<file path="src/bounded_doubly_linked_list_macros.svh">
// Assertion macros for the bounded doubly linked list.
`ifndef BOUNDED_DOUBLY_LINKED_LIST_MACROS_SVH
`define BOUNDED_DOUBLY_LINKED_LIST_MACROS_SVH

// Assert that a property holds on every clock edge outside reset.
`define BDLL_ASSERT(label, clk, rst_n, prop, msg) \
  label: assert property (@(posedge clk) disable iff (!rst_n) (prop)) else $error(msg);

// Assert that a signal is low while the block is in reset.
`define BDLL_ASSERT_RST(label, clk, rst_n, sig, msg) \
  label: assert property (@(posedge clk) !rst_n |-> !(sig)) else $error(msg);

`endif

</file>
<file path="src/bdll_pkg.sv">
// Package: types and constants of the bounded doubly linked list.
`default_nettype none
package bdll_pkg;
  localparam int Capacity  = 16;
  localparam int IdxW      = $clog2(Capacity);
  localparam int CntW      = $clog2(Capacity + 1);
  localparam int ValueBits = 32;

  localparam logic [2:0] CmdAppend    = 3'd0;
  localparam logic [2:0] CmdInsertAt  = 3'd1;
  localparam logic [2:0] CmdRemHead   = 3'd2;
  localparam logic [2:0] CmdRemTail   = 3'd3;
  localparam logic [2:0] CmdRemAt     = 3'd4;
  localparam logic [2:0] CmdRemValue  = 3'd5;
  localparam logic [2:0] CmdDumpFwd   = 3'd6;
  localparam logic [2:0] CmdDumpRev   = 3'd7;

  localparam logic [2:0] StOk       = 3'd0;
  localparam logic [2:0] StFull     = 3'd1;
  localparam logic [2:0] StEmpty    = 3'd2;
  localparam logic [2:0] StBadPos   = 3'd3;
  localparam logic [2:0] StNotFound = 3'd4;

  typedef struct packed {
    logic [2:0]         command;
    logic signed [31:0] item_value;
    logic [4:0]         position;
  } cmd_t;

  typedef struct packed {
    logic [2:0]         status;
    logic signed [31:0] out_value;
    logic [4:0]         element_count;
    logic               last;
  } rsp_t;
endpackage
`default_nettype wire

</file>
<file path="src/bounded_doubly_linked_list.sv">
// Top level: bounded doubly linked list with a link-walking sequencer.
// Append, remove head/tail and insert at either end: SWalk, then SExec registers the strobe;
// insert at / remove at position k walks k links first (k <= 15, none on a bad position).
// Remove value: SWalk and SDone per compared entry, then SExec (no compare when empty).
// Dump of n elements: one result per element, a single result when empty; no stalls.
// Reset clears head, tail, count and rebuilds the free chain at once.
`default_nettype none
`include "bounded_doubly_linked_list_macros.svh"
module bounded_doubly_linked_list
  import bdll_pkg::*;
(
  input  wire logic clk_i,
  input  wire logic rst_ni,
  input  wire logic start_i,
  input  wire cmd_t cmd_i,
  output logic      busy_o,
  output logic      strobe_o,
  output rsp_t      rsp_o
);
  localparam logic [2:0] SIdle = 3'd0;
  localparam logic [2:0] SWalk = 3'd1;
  localparam logic [2:0] SExec = 3'd2;
  localparam logic [2:0] SDump = 3'd3;
  localparam logic [2:0] SDone = 3'd4;

  logic [ValueBits-1:0] val_mem [Capacity];
  logic [IdxW-1:0]      nxt_q [Capacity];
  logic [IdxW-1:0]      prv_q [Capacity];
  logic [IdxW-1:0]      head_q, tail_q, free_q, cur_q;
  logic [CntW-1:0]      cnt_q, step_q;
  logic [2:0]           state_q;
  cmd_t                 cmd_q;
  logic [ValueBits-1:0] rd_q;
  logic                 match_q;

  // Read port: value of the current entry, registered
  always_ff @(posedge clk_i) begin
    rd_q <= val_mem[cur_q];
  end

  logic [CntW-1:0] cnt_dec;
  assign cnt_dec = cnt_q - CntW'(1);

  // Main sequencer
  always_ff @(posedge clk_i or negedge rst_ni) begin
    logic [IdxW-1:0] e, p, n, idx;
    if (!rst_ni) begin
      state_q  <= SIdle;
      head_q   <= '0;
      tail_q   <= '0;
      free_q   <= '0;
      cnt_q    <= '0;
      cur_q    <= '0;
      step_q   <= '0;
      match_q  <= 1'b0;
      cmd_q    <= '0;
      rsp_o    <= '0;
      strobe_o <= 1'b0;
      for (int i = 0; i < Capacity; i++) begin
        nxt_q[i] <= IdxW'((i + 1) % Capacity);
      end
    end else begin
      strobe_o <= 1'b0;
      case (state_q)
        SIdle: begin
          if (start_i) begin
            cmd_q   <= cmd_i;
            step_q  <= '0;
            match_q <= 1'b0;
            cur_q   <= (cmd_i.command == CmdRemTail || cmd_i.command == CmdDumpRev)
                       ? tail_q : head_q;
            state_q <= SWalk;
          end
        end
        // Walk: one link a cycle toward position, or on to the value compare or the dump
        SWalk: begin
          if (cmd_q.command == CmdDumpFwd || cmd_q.command == CmdDumpRev) begin
            state_q <= (cnt_q == '0) ? SExec : SDump;
          end else if (cmd_q.command == CmdRemValue) begin
            if (cnt_q != '0 && step_q < cnt_q) begin
              state_q <= SDone;
              match_q <= 1'b0;
            end else begin
              state_q <= SExec;
            end
          end else if ((cmd_q.command == CmdInsertAt || cmd_q.command == CmdRemAt)
                       && CntW'(step_q) < cmd_q.position[CntW-1:0]
                       && cmd_q.position < 5'(cnt_q)) begin
            cur_q  <= nxt_q[cur_q];
            step_q <= step_q + CntW'(1);
          end else begin
            state_q <= SExec;
          end
        end
        // Value compare: rd_q now holds the current entry value
        SDone: begin
          if (rd_q == cmd_q.item_value) begin
            match_q <= 1'b1;
            state_q <= SExec;
          end else if (step_q + CntW'(1) >= cnt_q) begin
            state_q <= SExec;
          end else begin
            cur_q   <= nxt_q[cur_q];
            step_q  <= step_q + CntW'(1);
            state_q <= SWalk;
          end
        end
        // Dump: one element per visit, then back to SWalk for the next link
        SDump: begin
          strobe_o            <= 1'b1;
          rsp_o.status        <= StOk;
          rsp_o.out_value     <= rd_q;
          rsp_o.element_count <= 5'(cnt_q);
          rsp_o.last          <= (step_q + CntW'(1) == cnt_q);
          if (step_q + CntW'(1) == cnt_q) begin
            state_q <= SIdle;
          end else begin
            step_q  <= step_q + CntW'(1);
            cur_q   <= (cmd_q.command == CmdDumpFwd) ? nxt_q[cur_q] : prv_q[cur_q];
            state_q <= SWalk;
          end
        end
        // Execute: link update and the single result
        SExec: begin
          strobe_o            <= 1'b1;
          rsp_o.last          <= 1'b1;
          rsp_o.out_value     <= '0;
          rsp_o.status        <= StOk;
          rsp_o.element_count <= 5'(cnt_q);
          state_q             <= SIdle;
          case (cmd_q.command)
            CmdAppend, CmdInsertAt: begin
              if (cnt_q >= CntW'(Capacity)) begin
                rsp_o.status <= StFull;
              end else if (cmd_q.command == CmdInsertAt && cmd_q.position > 5'(cnt_q)) begin
                rsp_o.status <= StBadPos;
              end else begin
                e = free_q;
                free_q <= nxt_q[e];
                val_mem[e] <= cmd_q.item_value;
                rsp_o.element_count <= 5'(cnt_q + CntW'(1));
                cnt_q <= cnt_q + CntW'(1);
                if (cnt_q == '0) begin
                  head_q <= e;
                  tail_q <= e;
                end else if (cmd_q.command == CmdAppend || cmd_q.position >= 5'(cnt_q)) begin
                  prv_q[e]      <= tail_q;
                  nxt_q[tail_q] <= e;
                  tail_q        <= e;
                end else if (cmd_q.position == '0) begin
                  nxt_q[e]      <= head_q;
                  prv_q[head_q] <= e;
                  head_q        <= e;
                end else begin
                  p = prv_q[cur_q];
                  nxt_q[e]     <= cur_q;
                  prv_q[e]     <= p;
                  nxt_q[p]     <= e;
                  prv_q[cur_q] <= e;
                end
              end
            end
            CmdRemHead, CmdRemTail, CmdRemAt, CmdRemValue: begin
              if (cnt_q == '0) begin
                rsp_o.status <= StEmpty;
              end else if (cmd_q.command == CmdRemAt && cmd_q.position >= 5'(cnt_q)) begin
                rsp_o.status <= StBadPos;
              end else if (cmd_q.command == CmdRemValue && !match_q) begin
                rsp_o.status <= StNotFound;
              end else begin
                idx = cur_q;
                p = prv_q[idx];
                n = nxt_q[idx];
                rsp_o.out_value     <= rd_q;
                rsp_o.element_count <= 5'(cnt_dec);
                cnt_q <= cnt_dec;
                if (idx == head_q) head_q <= n;
                else nxt_q[p] <= n;
                if (idx == tail_q) tail_q <= p;
                else prv_q[n] <= p;
                if (cnt_dec == '0) begin
                  head_q <= '0;
                  tail_q <= '0;
                end
                nxt_q[idx] <= free_q;
                free_q     <= idx;
              end
            end
            default: begin
              rsp_o.status <= StEmpty;
            end
          endcase
        end
        default: state_q <= SIdle;
      endcase
    end
  end

  assign busy_o = (state_q != SIdle);

  `BDLL_ASSERT(a_cnt_range, clk_i, rst_ni, cnt_q <= CntW'(Capacity), "count over capacity")
  `BDLL_ASSERT(a_strobe_idle, clk_i, rst_ni, strobe_o && rsp_o.last |-> !busy_o, "last while busy")
  `BDLL_ASSERT(a_empty_ends, clk_i, rst_ni, cnt_q == '0 |-> (head_q | tail_q) == '0, "stale ends")
  `BDLL_ASSERT_RST(a_rst_strobe, clk_i, rst_ni, strobe_o, "strobe during reset")
endmodule
`default_nettype wire

</file>
<file path="config.mk">
export PLATFORM = sky130hd
export DESIGN_NAME = bounded_doubly_linked_list
export DESIGN_NICKNAME = d
export VERILOG_FILES = /design/src/bdll_pkg.sv /design/src/bounded_doubly_linked_list.sv
export VERILOG_INCLUDE_DIRS = /design/src /design/src/src
export SDC_FILE = /design/constraint.sdc
export NUM_CORES = 1
export LEC_CHECK = 0
export ABC_AREA = 0
export BUFFER_PORTS_ARGS = -buffer_cell sky130_fd_sc_hd__buf_2
export CORE_ASPECT_RATIO = 1.4
export CORE_MARGIN = 2
export CORE_UTILIZATION = 30
export CTS_BUF_LIST = sky130_fd_sc_hd__clkbuf_8
export DETAILED_ROUTE_END_ITERATION = 7
export SLEW_MARGIN = 0
export SYNTH_ARGS = -nofsm -noshare
export SYNTH_HDL_FRONTEND = slang
export SYNTH_SLANG_ARGS = --single-unit
</file>
<file path="constraint.sdc">
create_clock -name clk_i -period 9.5 [get_ports clk_i]
set_input_delay 0.95 -clock clk_i [delete_from_list [all_inputs] [get_ports clk_i]]
set_output_delay 0.95 -clock clk_i [all_outputs]
set_load 0.005 [all_outputs]
</file>
==> run metrics <==
slowest CP cell=dfrtp_4; Rows=152; status=finished with violations; Pre-Repair DR Iteration Count=8; Routability Congestion=1.01; crit path DAT=5190 ps; clk sink count=784; Post-synth EDFFs=576; final setup margin=4730 ps; Setup TNS=0 ps; setup repair bufs after CTS=0; Tcrit/Tclk final=0.503; synth unique cells=80; crit path kind=register to register; Max Cap Viol=1; metal2 WL=58.4 mm; commonest non-fill, non-tap cell in the layout=edfxtp_1; Post-Synthesis Cells=2523; Mapped Area=36900 µm²; first-pass GRT wire length=173 mm; Min-Delay Path Class=input pin to async pin; fmax=209 MHz; register area share after synthesis=0.606; final wirelength=119 mm; drt via density=5.63; Worst Max-Slew Pin Slew=1490 ps; CTS Buf Count=132; dominant synthesized flop cell=edfxtp_1; WP data required=9920 ps; fin nets=2681; CTS tree=yes; max-slew violations=0; vias in the first global route=24732; CP endpoint kind=register; failing checks=design-rule violations, max-capacitance violations; Critical Path Start Type=register; die area=126000 µm²; FFs w/ async S/R, synth=0.224; Buffers on Ports=85; Met1 Routed Length=44.8 mm; # hold bufs at CTS=0; Slew Limit Headroom=0.00556; pre-CTS setup slack=4710 ps; Layout Area Growth over Synthesis=13.3%; Crit path largest cell delay=860 ps; DP HPWL=72.6 mm; drc violations=43; Synth Net Count=2592; starting density of the core=0.302; Final Skew=54.3 ps; Final setup viols=0; Max Used Layer=met5; Peak VDD IR=164 µV; num ports=86; layout cells sized above 1=0.270; gr ovfl total=0; routed length per instance=27.4 µm; critical path, cell by cell=buf_4, mux4_2, mux2i_1, mux2_2, nand3_1, o2bb2ai_1, o32ai_1; Tmin final=4770 ps; DR vias=24434; worst r2r path cells=7; cells resized by post-CTS repair=0; H-tree lvl count=4; antenna-violating nets left=0; leakage=14.1 nW; final hold viol count=0; Core ar.=122000 µm²; initial antenna violation count=11; most frequent cells in the layout=edfxtp_1 (576), mux4_2 (210), nand2_1 (195), clkbuf_8 (146), nor2_1 (139); Starting DRT DRC Count=2705; Reg clk slew, reported paths=60 ps; post-synthesis register bit count=784; CTS max path bufs=3; Synth Warn #=0; Root Buffer=clkbuf_8; Clk Latency, worst-skew pair=810 ps; RSZ-0062 raised after global routing=no; crit-path max FO=47; Power Density=320 nW/µm²; Met3 Wirelength=8.80 mm; Die X=300 µm; Mean Syn Cell Area=14.6 µm²; height of the chip=419 µm; GRT Util Overall=0.188; largest net degree at the start of global routing=71
[layer usage]
layer	track usage	vias to the layer above
met3	0.0408	339
met1	0.226	12511
li1	-	10291
met5	0	-
met2	0.316	1287
met4	0.0982	6
[Yosys cell counts (24+ instances only)]
master,number,area share
a21oi_1,124,0.017
a222oi_1,44,0.012
a22o_1,33,0.0078
buf_2,37,0.0050
clkbuf_1,127,0.013
dfrtp_1,144,0.098
dfstp_2,32,0.023
dfxtp_1,32,0.017
edfxtp_1,576,0.47
ha_1,26,0.0088
inv_1,24,0.0024
mux2_2,96,0.029
mux4_2,210,0.13
nand2_1,196,0.020
nand3_1,45,0.0061
nor2_1,156,0.016
nor3_1,36,0.0049
o21ai_0,126,0.017
o221ai_1,70,0.017
xnor2_1,42,0.010
[final timing paths]
kind	start	endpoint	slack [ps]
worst max-delay path	cur_q[2]	prv_q[4][2]	4730
worst min-delay path	rst_ni	nxt_q[54]	110
worst max register to register	cur_q[2]	prv_q[4][2]	4730
worst min register to register	rsp_o[39]	rsp_o[39]	460
max in group asynchronous	rst_ni	cur_q[2]	7980
min in group clk_i	cmd_i[2]	cmd_q[2]	360
[final cells by class]
type                    count  area [µm²]
diodes                      1        2.50
clock buffers             146        2010
clock inverters            96         568
fillers                 11779       80500
inverters                  26        97.6
multi-input cells        1521       13800
flip-flops and latches    784       22400
well taps                1617        2020
repair buffers            147         901
[sequential cells by signal (all words and copies together) (netlist names)]
register and cells:
step_q 5, head_q 4, prv_q 64, state_q 3
nxt_q 64, free_q 4, val_mem 512, rd_q 32
rsp_o 41, cur_q 4, cmd_q 40, strobe_o 1
tail_q 4, match_q 1, cnt_q 5
[worst max-delay path, delay by kind of cell, from the launching register on]
| kind | cells | cell delay [ps] |
|---|---|---|
| flops | 1 | 860 |
| mux | 3 | 1570 |
| simple gates | 1 | 190 |
| compound gates | 2 | 1010 |
| buf+inv | 1 | 750 |
[power by group]
group          internal, mW  switching, mW
sequential             4.48          0.865
combinational          1.86           3.24
clock                  1.54           1.41
total                  7.88           5.52
[kinds of logic (layout without fill, tap and decap cells)]
group | after synthesis | count (layout) | synth area share
buffers and inverters | 218 | 415 | 0.0248
XOR/XNOR | 51 | 51 | 0.0121
flip-flops | 784 | 784 | 0.606
AND/OR/NAND/NOR | 570 | 570 | 0.0765
multiplexers | 351 | 351 | 0.173
other | 0 | 1 | 0
AO/OA/AOI/OAI | 523 | 523 | 0.0987
adder cells (fa/ha/maj) | 26 | 26 | 0.00881
[metrics by stage]
stage	total power, mW	util	hold slack [ps]	instances	cell area, µm²
global route	14.0	0.342	102	4338	41800
CTS	13.3	0.342	62.3	4336	41800
floorplan	8.39	-	463	2523	36900
finish	13.4	0.342	109	4338	41800
global placement	10.4	0.321	456	4094	39200
detailed placement	10.4	0.321	454	4094	39200
Note: power is estimated with default switching activity, not from simulation.
